File: src/rtl/core/tile_sprite_row_compositor_assert.svh
// Assertion macros for the tile/sprite row compositor.
// Expects signals clk and rst_n in the scope of use.
`ifndef TILE_SPRITE_ROW_COMPOSITOR_ASSERT_SVH
`define TILE_SPRITE_ROW_COMPOSITOR_ASSERT_SVH

// Combinational implication checked at every clock edge.
`define TSRC_ASSERT_NOW(lbl, ante, cons, msg) \
    lbl: assert property (@(posedge clk) disable iff (!rst_n) (ante) |-> (cons)) \
        else $error(msg);

// Consequence checked at the clock after the antecedent.
`define TSRC_ASSERT_NEXT(lbl, ante, cons, msg) \
    lbl: assert property (@(posedge clk) disable iff (!rst_n) (ante) |=> (cons)) \
        else $error(msg);

`endif

File: src/rtl/core/tsrc_pkg.sv
// Shared types and constants for the tile/sprite row compositor.
// No dependencies.
`default_nettype none

package tsrc_pkg;

    localparam int LANES      = 8;
    localparam int PIX_W      = 8;
    localparam int ROW_W      = LANES * PIX_W;
    localparam int LANE_IDX_W = $clog2(LANES);
    localparam int POS_W      = 12;
    localparam int DIM_W      = 11;
    localparam int PAL_W      = 3;
    localparam int ADDR_W     = 3;
    localparam int DATA_W     = 32;

    localparam logic [LANE_IDX_W-1:0] LANE_MAX = LANE_IDX_W'(LANES - 1);

    localparam logic [PIX_W-1:0] BASE_BG  = 8'd224;
    localparam logic [PIX_W-1:0] BASE_FG  = 8'd240;
    localparam logic [PIX_W-1:0] LOW_MASK = 8'h03;

    localparam logic [DIM_W-1:0] WIDTH_RESET  = 11'd256;
    localparam logic [DIM_W-1:0] HEIGHT_RESET = 11'd240;

    // register index, taken from paddr[2]
    localparam logic REG_WIDTH  = 1'b0;
    localparam logic REG_HEIGHT = 1'b1;

    typedef enum logic [1:0] {
        MODE_BG     = 2'd0,
        MODE_FRONT  = 2'd1,
        MODE_BEHIND = 2'd2
    } mode_t;

    typedef struct packed {
        mode_t              mode;
        logic               flip;
        logic [PIX_W-1:0]   base;
        logic               row_ok;
    } lane_ctl_t;

    typedef struct packed {
        logic [PIX_W-1:0]   pix;
        logic               wr;
    } lane_res_t;

endpackage

`default_nettype wire

File: src/rtl/core/tsrc_in_if.sv
// Input channel of the compositor: one tile row plus placement per transfer.
// Depends on tsrc_pkg.
`default_nettype none

interface tsrc_in_if;
    logic                                    valid;
    logic                                    ready;
    logic [1:0]                              mode;
    logic signed [tsrc_pkg::POS_W-1:0]       left_x;
    logic signed [tsrc_pkg::POS_W-1:0]       line_y;
    logic                                    flip_x;
    logic [tsrc_pkg::PAL_W-1:0]              palette;
    logic [tsrc_pkg::ROW_W-1:0]              source_row;
    logic [tsrc_pkg::ROW_W-1:0]              existing_row;

    modport source (
        output valid, mode, left_x, line_y, flip_x, palette, source_row, existing_row,
        input  ready
    );
    modport sink (
        input  valid, mode, left_x, line_y, flip_x, palette, source_row, existing_row,
        output ready
    );
endinterface

`default_nettype wire

File: src/rtl/core/tsrc_out_if.sv
// Output channel of the compositor: composited row and lane write mask.
// Depends on tsrc_pkg.
`default_nettype none

interface tsrc_out_if;
    logic                           valid;
    logic                           ready;
    logic [tsrc_pkg::ROW_W-1:0]     new_row;
    logic [tsrc_pkg::LANES-1:0]     write_mask;

    modport source (
        output valid, new_row, write_mask,
        input  ready
    );
    modport sink (
        input  valid, new_row, write_mask,
        output ready
    );
endinterface

`default_nettype wire

File: src/rtl/core/tsrc_lane.sv
// One pixel lane: column clip, flip select, transparency and write decision.
// Depends on tsrc_pkg.
`default_nettype none

module tsrc_lane (
    input  wire logic [tsrc_pkg::LANE_IDX_W-1:0]    lane_idx,
    input  wire tsrc_pkg::lane_ctl_t                ctl,
    input  wire logic signed [tsrc_pkg::POS_W-1:0]  left_x,
    input  wire logic [tsrc_pkg::DIM_W-1:0]         screen_width,
    input  wire logic [tsrc_pkg::ROW_W-1:0]         source_row,
    input  wire logic [tsrc_pkg::PIX_W-1:0]         old_pix,
    output tsrc_pkg::lane_res_t                     res
);

    logic [tsrc_pkg::POS_W:0]            col;
    logic                                col_ok;
    logic [tsrc_pkg::LANE_IDX_W-1:0]     sel;
    logic [tsrc_pkg::PIX_W-1:0]          pix;
    logic                                wr_mode;

    // one extra bit so left_x + 7 cannot wrap
    assign col    = {left_x[tsrc_pkg::POS_W-1], left_x}
                  + {{(tsrc_pkg::POS_W + 1 - tsrc_pkg::LANE_IDX_W){1'b0}}, lane_idx};
    assign col_ok = !col[tsrc_pkg::POS_W] && !col[tsrc_pkg::POS_W-1]
                  && (col[tsrc_pkg::DIM_W-1:0] < screen_width);

    assign sel = ctl.flip ? (tsrc_pkg::LANE_MAX - lane_idx) : lane_idx;
    assign pix = source_row[sel * tsrc_pkg::PIX_W +: tsrc_pkg::PIX_W];

    always_comb
    begin
        case (ctl.mode)
            tsrc_pkg::MODE_BG:     wr_mode = 1'b1;
            tsrc_pkg::MODE_FRONT:  wr_mode = (pix != '0);
            tsrc_pkg::MODE_BEHIND: wr_mode = (pix != '0)
                                          && ((old_pix & tsrc_pkg::LOW_MASK) == '0);
            default:               wr_mode = 1'b0;
        endcase
    end

    assign res.wr  = wr_mode && col_ok && ctl.row_ok;
    assign res.pix = pix | ctl.base;

endmodule

`default_nettype wire

File: src/rtl/core/tsrc_merge.sv
// Merges lane results with the existing row into the output register.
// Depends on tsrc_pkg and tsrc_out_if.
`default_nettype none

module tsrc_merge (
    input  wire logic                           clk,
    input  wire logic                           rst_n,
    input  wire logic                           load,
    input  wire logic                           in_valid,
    input  wire tsrc_pkg::lane_res_t            lane_res [tsrc_pkg::LANES],
    input  wire logic [tsrc_pkg::ROW_W-1:0]     existing_row,
    tsrc_out_if.source                          row_out
);

    logic                               valid_reg;
    logic [tsrc_pkg::ROW_W-1:0]         row_reg;
    logic [tsrc_pkg::ROW_W-1:0]         row_next;
    logic [tsrc_pkg::LANES-1:0]         mask_reg;
    logic [tsrc_pkg::LANES-1:0]         mask_next;

    always_comb
    begin
        for (int i = 0; i < tsrc_pkg::LANES; i++)
        begin
            mask_next[i] = lane_res[i].wr;
            row_next[i*tsrc_pkg::PIX_W +: tsrc_pkg::PIX_W] = lane_res[i].wr
                ? lane_res[i].pix
                : existing_row[i*tsrc_pkg::PIX_W +: tsrc_pkg::PIX_W];
        end
    end

    always_ff @(posedge clk or negedge rst_n)
    begin
        if (!rst_n)
        begin
            valid_reg <= 1'b0;
        end
        else if (load)
        begin
            valid_reg <= in_valid;
        end
    end

    always_ff @(posedge clk)
    begin
        if (load && in_valid)
        begin
            row_reg  <= row_next;
            mask_reg <= mask_next;
        end
    end

    assign row_out.valid      = valid_reg;
    assign row_out.new_row    = row_reg;
    assign row_out.write_mask = mask_reg;

endmodule

`default_nettype wire

File: src/rtl/core/tile_sprite_row_compositor.sv
// Tile/sprite row compositor, top level.
// Pipeline: an input transfer loads the input stage; the row then moves to the output
// register, from which the sink takes it (input stage, output register).
// Throughput: one row per cycle; eight pixel lanes evaluate a row in parallel; input
// stalls only while the output register holds a row the sink has not taken.
// Reset: rst_n async active low; empties both stages, width = 256, height = 240.
`default_nettype none

module tile_sprite_row_compositor (
    input  wire logic                           clk,
    input  wire logic                           rst_n,
    input  wire logic                           psel,
    input  wire logic                           penable,
    input  wire logic                           pwrite,
    input  wire logic [tsrc_pkg::ADDR_W-1:0]    paddr,
    input  wire logic [tsrc_pkg::DATA_W-1:0]    pwdata,
    output logic [tsrc_pkg::DATA_W-1:0]         prdata,
    output logic                                pready,
    tsrc_in_if.sink                             row_in,
    tsrc_out_if.source                          row_out
);

`include "tile_sprite_row_compositor_assert.svh"

    logic [tsrc_pkg::DIM_W-1:0]         width_reg;
    logic [tsrc_pkg::DIM_W-1:0]         height_reg;
    logic                               cfg_wr;

    logic                               adv;
    logic                               s1_valid_reg;
    logic [1:0]                         s1_mode_reg;
    logic signed [tsrc_pkg::POS_W-1:0]  s1_left_x_reg;
    logic signed [tsrc_pkg::POS_W-1:0]  s1_line_y_reg;
    logic                               s1_flip_reg;
    logic [tsrc_pkg::PAL_W-1:0]         s1_pal_reg;
    logic [tsrc_pkg::ROW_W-1:0]         s1_src_reg;
    logic [tsrc_pkg::ROW_W-1:0]         s1_cur_reg;

    tsrc_pkg::mode_t                    s1_mode;
    tsrc_pkg::lane_ctl_t                ctl;
    tsrc_pkg::lane_res_t                lane_res [tsrc_pkg::LANES];
    logic [tsrc_pkg::LANES-1:0]         lane_wr;

    // configuration port
    assign pready = 1'b1;
    assign cfg_wr = psel && penable && pwrite;

    always_ff @(posedge clk or negedge rst_n)
    begin
        if (!rst_n)
        begin
            width_reg  <= tsrc_pkg::WIDTH_RESET;
            height_reg <= tsrc_pkg::HEIGHT_RESET;
        end
        else if (cfg_wr)
        begin
            if (paddr[2] == tsrc_pkg::REG_WIDTH)
            begin
                width_reg <= pwdata[tsrc_pkg::DIM_W-1:0];
            end
            else
            begin
                height_reg <= pwdata[tsrc_pkg::DIM_W-1:0];
            end
        end
    end

    assign prdata = (paddr[2] == tsrc_pkg::REG_HEIGHT)
                  ? {{(tsrc_pkg::DATA_W - tsrc_pkg::DIM_W){1'b0}}, height_reg}
                  : {{(tsrc_pkg::DATA_W - tsrc_pkg::DIM_W){1'b0}}, width_reg};

    // pipeline advances whenever the output register is free or being drained
    assign adv          = !row_out.valid || row_out.ready;
    assign row_in.ready = adv;

    always_ff @(posedge clk or negedge rst_n)
    begin
        if (!rst_n)
        begin
            s1_valid_reg <= 1'b0;
        end
        else if (adv)
        begin
            s1_valid_reg <= row_in.valid;
        end
    end

    always_ff @(posedge clk)
    begin
        if (adv && row_in.valid)
        begin
            s1_mode_reg   <= row_in.mode;
            s1_left_x_reg <= row_in.left_x;
            s1_line_y_reg <= row_in.line_y;
            s1_flip_reg   <= row_in.flip_x;
            s1_pal_reg    <= row_in.palette;
            s1_src_reg    <= row_in.source_row;
            s1_cur_reg    <= row_in.existing_row;
        end
    end

    // per-row decode shared by all lanes
    assign s1_mode    = tsrc_pkg::mode_t'(s1_mode_reg);
    assign ctl.mode   = s1_mode;
    assign ctl.flip   = s1_flip_reg && (s1_mode != tsrc_pkg::MODE_BG);
    assign ctl.base   = ((s1_mode == tsrc_pkg::MODE_BG) ? tsrc_pkg::BASE_BG : tsrc_pkg::BASE_FG)
                      + {{(tsrc_pkg::PIX_W - tsrc_pkg::PAL_W - 2){1'b0}}, s1_pal_reg, 2'b00};
    assign ctl.row_ok = !s1_line_y_reg[tsrc_pkg::POS_W-1]
                      && (s1_line_y_reg[tsrc_pkg::DIM_W-1:0] < height_reg);

    for (genvar g = 0; g < tsrc_pkg::LANES; g++)
    begin : g_lane
        tsrc_lane u_lane (
            .lane_idx     (tsrc_pkg::LANE_IDX_W'(g)),
            .ctl          (ctl),
            .left_x       (s1_left_x_reg),
            .screen_width (width_reg),
            .source_row   (s1_src_reg),
            .old_pix      (s1_cur_reg[g*tsrc_pkg::PIX_W +: tsrc_pkg::PIX_W]),
            .res          (lane_res[g])
        );
        assign lane_wr[g] = lane_res[g].wr;
    end

    tsrc_merge u_merge (
        .clk          (clk),
        .rst_n        (rst_n),
        .load         (adv),
        .in_valid     (s1_valid_reg),
        .lane_res     (lane_res),
        .existing_row (s1_cur_reg),
        .row_out      (row_out)
    );

    `TSRC_ASSERT_NOW(a_stall_cause, !row_in.ready, s1_valid_reg || row_out.valid,
        "input stalled while output register empty")
    `TSRC_ASSERT_NEXT(a_in_to_s1, row_in.valid && row_in.ready, s1_valid_reg,
        "accepted transfer missing from input stage")
    `TSRC_ASSERT_NEXT(a_s1_to_out, s1_valid_reg && adv, row_out.valid,
        "input stage row not moved to output register")
    `TSRC_ASSERT_NOW(a_no_write_clipped_row, s1_valid_reg && !ctl.row_ok, lane_wr == '0,
        "lane writes on a clipped row")

endmodule

`default_nettype wire
File: src/flat_wrapper.sv
// flat-port wrapper written by rule: the top's interface ports become plain ports
module tile_sprite_row_compositor_flat 
  (clk, rst_n, psel, penable, pwrite, paddr, pwdata, prdata, pready, row_in_valid, row_in_mode, row_in_left_x, row_in_line_y, row_in_flip_x, row_in_palette, row_in_source_row, row_in_existing_row, row_in_ready, row_out_valid, row_out_new_row, row_out_write_mask, row_out_ready);
  tsrc_in_if row_in_i ();
  tsrc_out_if row_out_i ();
  input  wire logic clk;
  input  wire logic rst_n;
  input  wire logic psel;
  input  wire logic penable;
  input  wire logic pwrite;
  input  wire logic [tsrc_pkg::ADDR_W-1:0] paddr;
  input  wire logic [tsrc_pkg::DATA_W-1:0] pwdata;
  output logic [tsrc_pkg::DATA_W-1:0] prdata;
  output logic pready;
  input wire logic [$bits(row_in_i.valid)-1:0] row_in_valid;
  input wire logic [$bits(row_in_i.mode)-1:0] row_in_mode;
  input wire logic [$bits(row_in_i.left_x)-1:0] row_in_left_x;
  input wire logic [$bits(row_in_i.line_y)-1:0] row_in_line_y;
  input wire logic [$bits(row_in_i.flip_x)-1:0] row_in_flip_x;
  input wire logic [$bits(row_in_i.palette)-1:0] row_in_palette;
  input wire logic [$bits(row_in_i.source_row)-1:0] row_in_source_row;
  input wire logic [$bits(row_in_i.existing_row)-1:0] row_in_existing_row;
  output wire logic [$bits(row_in_i.ready)-1:0] row_in_ready;
  output wire logic [$bits(row_out_i.valid)-1:0] row_out_valid;
  output wire logic [$bits(row_out_i.new_row)-1:0] row_out_new_row;
  output wire logic [$bits(row_out_i.write_mask)-1:0] row_out_write_mask;
  input wire logic [$bits(row_out_i.ready)-1:0] row_out_ready;
  assign row_in_i.valid = row_in_valid;
  assign row_in_i.mode = row_in_mode;
  assign row_in_i.left_x = row_in_left_x;
  assign row_in_i.line_y = row_in_line_y;
  assign row_in_i.flip_x = row_in_flip_x;
  assign row_in_i.palette = row_in_palette;
  assign row_in_i.source_row = row_in_source_row;
  assign row_in_i.existing_row = row_in_existing_row;
  assign row_in_ready = row_in_i.ready;
  assign row_out_valid = row_out_i.valid;
  assign row_out_new_row = row_out_i.new_row;
  assign row_out_write_mask = row_out_i.write_mask;
  assign row_out_i.ready = row_out_ready;
  tile_sprite_row_compositor u_core (.clk(clk), .rst_n(rst_n), .psel(psel), .penable(penable), .pwrite(pwrite), .paddr(paddr), .pwdata(pwdata), .prdata(prdata), .pready(pready), .row_in(row_in_i), .row_out(row_out_i));
endmodule
File: config.mk
export PLATFORM = sky130hd
export DESIGN_NAME = tile_sprite_row_compositor_flat
export DESIGN_NICKNAME = d
export VERILOG_FILES = /design/src/rtl/core/tsrc_pkg.sv /design/src/rtl/core/tsrc_in_if.sv /design/src/rtl/core/tsrc_out_if.sv /design/src/rtl/core/tsrc_lane.sv /design/src/rtl/core/tsrc_merge.sv /design/src/rtl/core/tile_sprite_row_compositor.sv /design/src/flat_wrapper.sv
export VERILOG_INCLUDE_DIRS = /design/src /design/src/rtl/core
export SDC_FILE = /design/constraint.sdc
export NUM_CORES = 1
export LEC_CHECK = 0
export BUFFER_PORTS_ARGS = -buffer_cell sky130_fd_sc_hd__buf_2
export CORE_MARGIN = 2
export CORE_UTILIZATION = 35
export DETAILED_ROUTE_END_ITERATION = 7
export GPL_TIMING_DRIVEN = 0
export HOLD_SLACK_MARGIN = 0.08
export PLACE_DENSITY = 0.61
export SLEW_MARGIN = 20
export SYNTH_ARGS = -nofsm -noshare
export SYNTH_HDL_FRONTEND = slang
export SYNTH_SLANG_ARGS = --single-unit
File: constraint.sdc
create_clock -name clk -period 8.8 [get_ports clk]
set_clock_uncertainty 0.05 [all_clocks]
set_input_delay 0.88 -clock clk [delete_from_list [all_inputs] [get_ports clk]]
set_output_delay 0.88 -clock clk [all_outputs]
set_load 0.1 [all_outputs]
# Yosys cells after proc, flatten, opt, wreduce, memory -nomap -nowiden
# Index checks and enable logic that the tools add are counted.
[classes]
addsub = 8
n_lt_le_gt_ge = 9
eq_ne = 2
shift = 8
mux = 26
n_bitwise = 9
n_reduce_logical = 83
[op_table]
columns = ["operator", "n"]
rows = [
  ["64-bit by 7-bit variable part select with 8-bit output", 8],
  ["11-bit < comparator", 9],
  ["8-bit logical NOT", 8],
  ["8-bit 2-to-1 mux", 8],
  ["8-bit bitwise OR", 8],
  ["8-bit nonzero test", 8],
  ["12-bit by 4-bit adder with 13-bit output (second input constant)", 4],
  ["1-bit logical AND", 45],
  ["12-bit by 3-bit adder with 13-bit output (second input constant)", 2],
  ["3-bit 2-to-1 mux", 8],
  ["1-bit one-hot mux with 3 select lines", 8],
  ["1-bit logical NOT", 17],
  ["12-bit by 2-bit adder with 13-bit output (second input constant)", 1],
  ["11-bit 2-to-1 mux", 1],
  ["8-bit by 5-bit adder with 8-bit output", 1],
  ["5-bit 2-to-1 mux", 1],
  ["2-bit AND reduction", 2],
  ["2-bit by 1-bit == test with 1-bit output (second input constant)", 1],
  ["2-bit == test (second input constant)", 1],
  ["2-bit logical NOT", 1],
  ["2-bit nonzero test", 1],
  ["1-bit logical OR", 1],
  ["1-bit inverter", 1],
]
[totals]
regBits = 254

# Longest topological paths before layout
[depth]
depth_word = 10
ltp_mapped = 14

# By module
# From an unflattened synthesis, not the netlist that was laid out.
[hier_totals]
cells_unflattened = 2260
area_unflattened_um2 = 23391.2
[by_module_without_submodules]
columns = ["module", "n_inst", "cells_per_inst", "area_each_um2", "seq_area_each_um2"]
rows = [
  ["tsrc_lane (u_core.g_lane[0].u_lane ...)", 7, 232, 1730.4, 0.0],
  ["tile_sprite_row_compositor", 1, 282, 6223.5, 5326.4],
  ["tsrc_merge", 1, 147, 3255.6, 2187.1],
  ["tsrc_lane (u_core.g_lane[7].u_lane)", 1, 207, 1799.2, 0.0],
]

# Worst setup path before layout
# Ideal clock, no wire load.
[synth_path]
kind = "input -> register"
startpoint = "input port row_out_ready"
endpoint = "register u_core.s1_cur_reg[0] (netlist bit) (enable)"
t_arrival_ns = 5.442
t_required_ns = 8.215
slack_ns = 2.773
stages = 2
path_buffers = 0
path_cell_list = "nand2b_1 -> and2_1"
[synth_between]
elab_chain_len = 2
[synth_rtl]
columns = ["item", "line_no", "source"]
rows = [
  ["start, declared", "flat_wrapper.sv:27", "input wire logic [$bits(row_out_i.ready)-1:0] row_out_ready;"],
  ["1-bit logical OR", "tile_sprite_row_compositor.sv:73", "assign adv = !row_out.valid || row_out.ready;"],
  ["1-bit logical AND", "tile_sprite_row_compositor.sv:90", "if (adv && row_in.valid)"],
  ["end signal, assigned", "tile_sprite_row_compositor.sv:98", "s1_cur_reg <= row_in.existing_row;"],
  ["end, declared", "tile_sprite_row_compositor.sv:37", "logic [tsrc_pkg::ROW_W-1:0] s1_cur_reg;"],
]
# No other way between the ends.
# A chain may end at the register's enable or synchronous reset.

==> results.yml <==
outcome:
  status: "complete, no violations"
worst_setup_path:
  path_class: "flip-flop to flip-flop"
  path_buf_inv: 3
  worst_setup_path_start_kind: "flip-flop"
  cp_data_required_time_ns: 9.06
  crit_path_frequent_cell: "ha_1"
  cp_max_fo: 9
  critPathSlowestCell: "a21boi_0"
  critPathTopFamily: "compound AO/OA/AOI/OAI gates"
  cp.arrival_ns: 5.11
  end_kind: "flip-flop"
  slowest_delay_ns: 0.81
  cp_cell_sequence: "clkbuf_1 > inv_1 > ha_1 > clkbuf_2 > a21boi_0 > nor2_1 > xor2_1 > ha_1 > a21o_1 > a21oi_1 > o21ai_0 > a211oi_4 > mux2_2"
floorplan:
  io_pins: 307
  core_area_mm2: 0.0377
  chipHeight_um: 199
  row_count: 71
  initial_core_util_pct: 35.5
  die_width_um: 199
  die_area_mm2: 0.0398
synth:
  netlist.area_leader.share_pct: 51.7
  ys.flop_type: "edfxtp_1"
  ys_types: 60
  synth-edff-count: 230
  ys_warn_count: 0
  synth-seq-cells: 254
  yosysSeqAreaShare_pct: 56.2
  yosys.area.top_type: "edfxtp_1"
  async_reset_ff_share_pct: 9.45
  synth_area_mm2: 0.0134
  syn_inst: 1095
  synth_area_leaders: "edfxtp_1, ha_1, mux2_2"
  avgSynthCellArea_um2: 12.2
  yosysMostFrequentCell: "edfxtp_1"
  synth.top_cells.by_count: "edfxtp_1, nand2_1, ha_1"
clocking:
  postCtsSetupRepairBufs: 0
  cts_made_buffers: 28
  cts.sinks: 254
  cts_resized: 0
  clockBufferDepth: 3
  clkLatencyLatePin_ns: 0.57
  path_clk_slew_ns: 0.06
  root_buffer: "clkbuf_16"
  ctsHoldBuffers: 0
  cts_max_level: 1
  cts_tree: "done"
timing:
  tns_ns: 0
  relSlewSlack_pct: 33.5
  tightest_slew_ns: 0.988
  finalSetupViolations: 0
  rsz0062_at_grt: "false"
  fin_crit_sh_pct: 55.2
  fmax_mhz: 206
  drv_slew: 0
  hold_violations: 0
  period_needed_ns: 4.86
layout:
  fillers: 3591
  postLayoutCoreUtil_pct: 43.7
  design_area_mm2: 0.0164
  fin_nets: 1709
  final-seq-area_mm2: 0.00751
  drive_above_1_share_pct: 31.3
  multi_input_area_mm2: 0.00548
  areaGrowthSynthToFinish_pct: 23.0
run:
  cap_violations: 0
hold_path:
  hp-class: "primary input to async pin"
placement:
  port_buffers: 261
  placed_cell_area_mm2: 0.0155
  post-dp-hpwl_um: 29100
  place_congestion: 0.890
routing:
  drc: 0
  postRouteAntennaNets: 0
  via_per_inst: 4.93
  wl_per_cell_um: 19.7
  vias: 9605
  drt-total-wl_um: 38400
  drtIter0Drc: 553
  first_pass_iters: 5
global_routing:
  antenna_found_initial: 11
  track_usage_pct: 18.9
  grt_max_degree: 54
  grt-ovfl-total: 0
  grt_pass1_vias: 9743
  grt_pass1_wl_um: 56600
power_and_ir_drop:
  p_per_area_mw_per_mm2: 226
  total_power_mw: 3.71
  p_leak_nw: 6.73
  vdd_ir_drop_max_uv: 203
## cells by family (layout without fill, tap and decap cells)
group	count (synthesis)	after routing	synth area share (%)
XOR/XNOR	57	57	3.73
AO/OA/AOI/OAI	106	106	4.73
multiplexers	91	91	7.86
flip-flops	254	254	56.2
adder cells (fa/ha/maj)	99	99	9.26
AND/OR/NAND/NOR	394	394	14.7
other	2	29	0.0562
buffers and inverters	92	408	3.46
## final timing paths
path	startpoint	endpoint	slack, ns	depth (start not counted)
max	u_core.s1_left_x_reg[2]	u_core.u_merge.row_out.new_row[58]	3.94	13
min	rst_n	u_core.width_reg[10]	0.24	1
max reg2reg	u_core.s1_left_x_reg[2]	u_core.u_merge.row_out.new_row[58]	3.94	13
min reg2reg	u_core.s1_valid_reg	u_core.u_merge.row_out.valid	0.45	1
max in group asynchronous	rst_n	u_core.height_reg[6]	8.09	1
min in group clk	row_in_existing_row[9]	u_core.s1_cur_reg[9]	0.43	1
## metrics by stage
stage / setup WS [ns] / hold WS (ns) / instances
after floorplan: 2.77 / 0.395 / 1115
after global placement: 1.49 / 0.408 / 1887
after detailed placement: 3.98 / 0.434 / 1891
after CTS: 3.95 / 0.235 / 1942
after global routing: 3.67 / 0.270 / 1947
final: 3.94 / 0.240 / 1949
## layout by cell type, fill, tap and decap left out, types with 25 or more instances in the layout
master / count
nand3b_1: 25
o21ai_0: 34
nand2_1: 192
nor2_1: 49
buf_4: 26
nand3_1: 45
mux2_2: 80
buf_2: 265
inv_1: 31
xor2_1: 34
ha_1: 99
a21oi_1: 46
clkbuf_16: 28
edfxtp_1: 230
## power by group
part | internal (mW) | switching, mW | total (mW) | leakage (nW)
clock | 0.702 | 0.490 | 1.19 | 0.455
sequential | 1.45 | 0.0555 | 1.51 | 2.47
combinational | 0.276 | 0.737 | 1.01 | 3.80
## layout make-up
class | instances | area share, %
antenna | 7 | 0.107
tap | 511 | 3.89
multi-input combinational | 769 | 33.3
inverter | 31 | 0.708
clock inverter | 19 | 1.32
sequential | 254 | 45.7
clock buffer | 32 | 4.35
timing repair buffer | 265 | 8.52
buffer | 61 | 2.11
## routing by layer
layer / part of all wire (%) / vias up / track usage [%]
met1: 45 / 4589 / 26.1
met3: 7.0 / 56 / 3.93
met5: 0.14 / - / 0
li1: - / 4587 / -
met2: 45 / 365 / 30.0
met4: 2.4 / 8 / 5.84
Power figures use the tool's default switching activity.
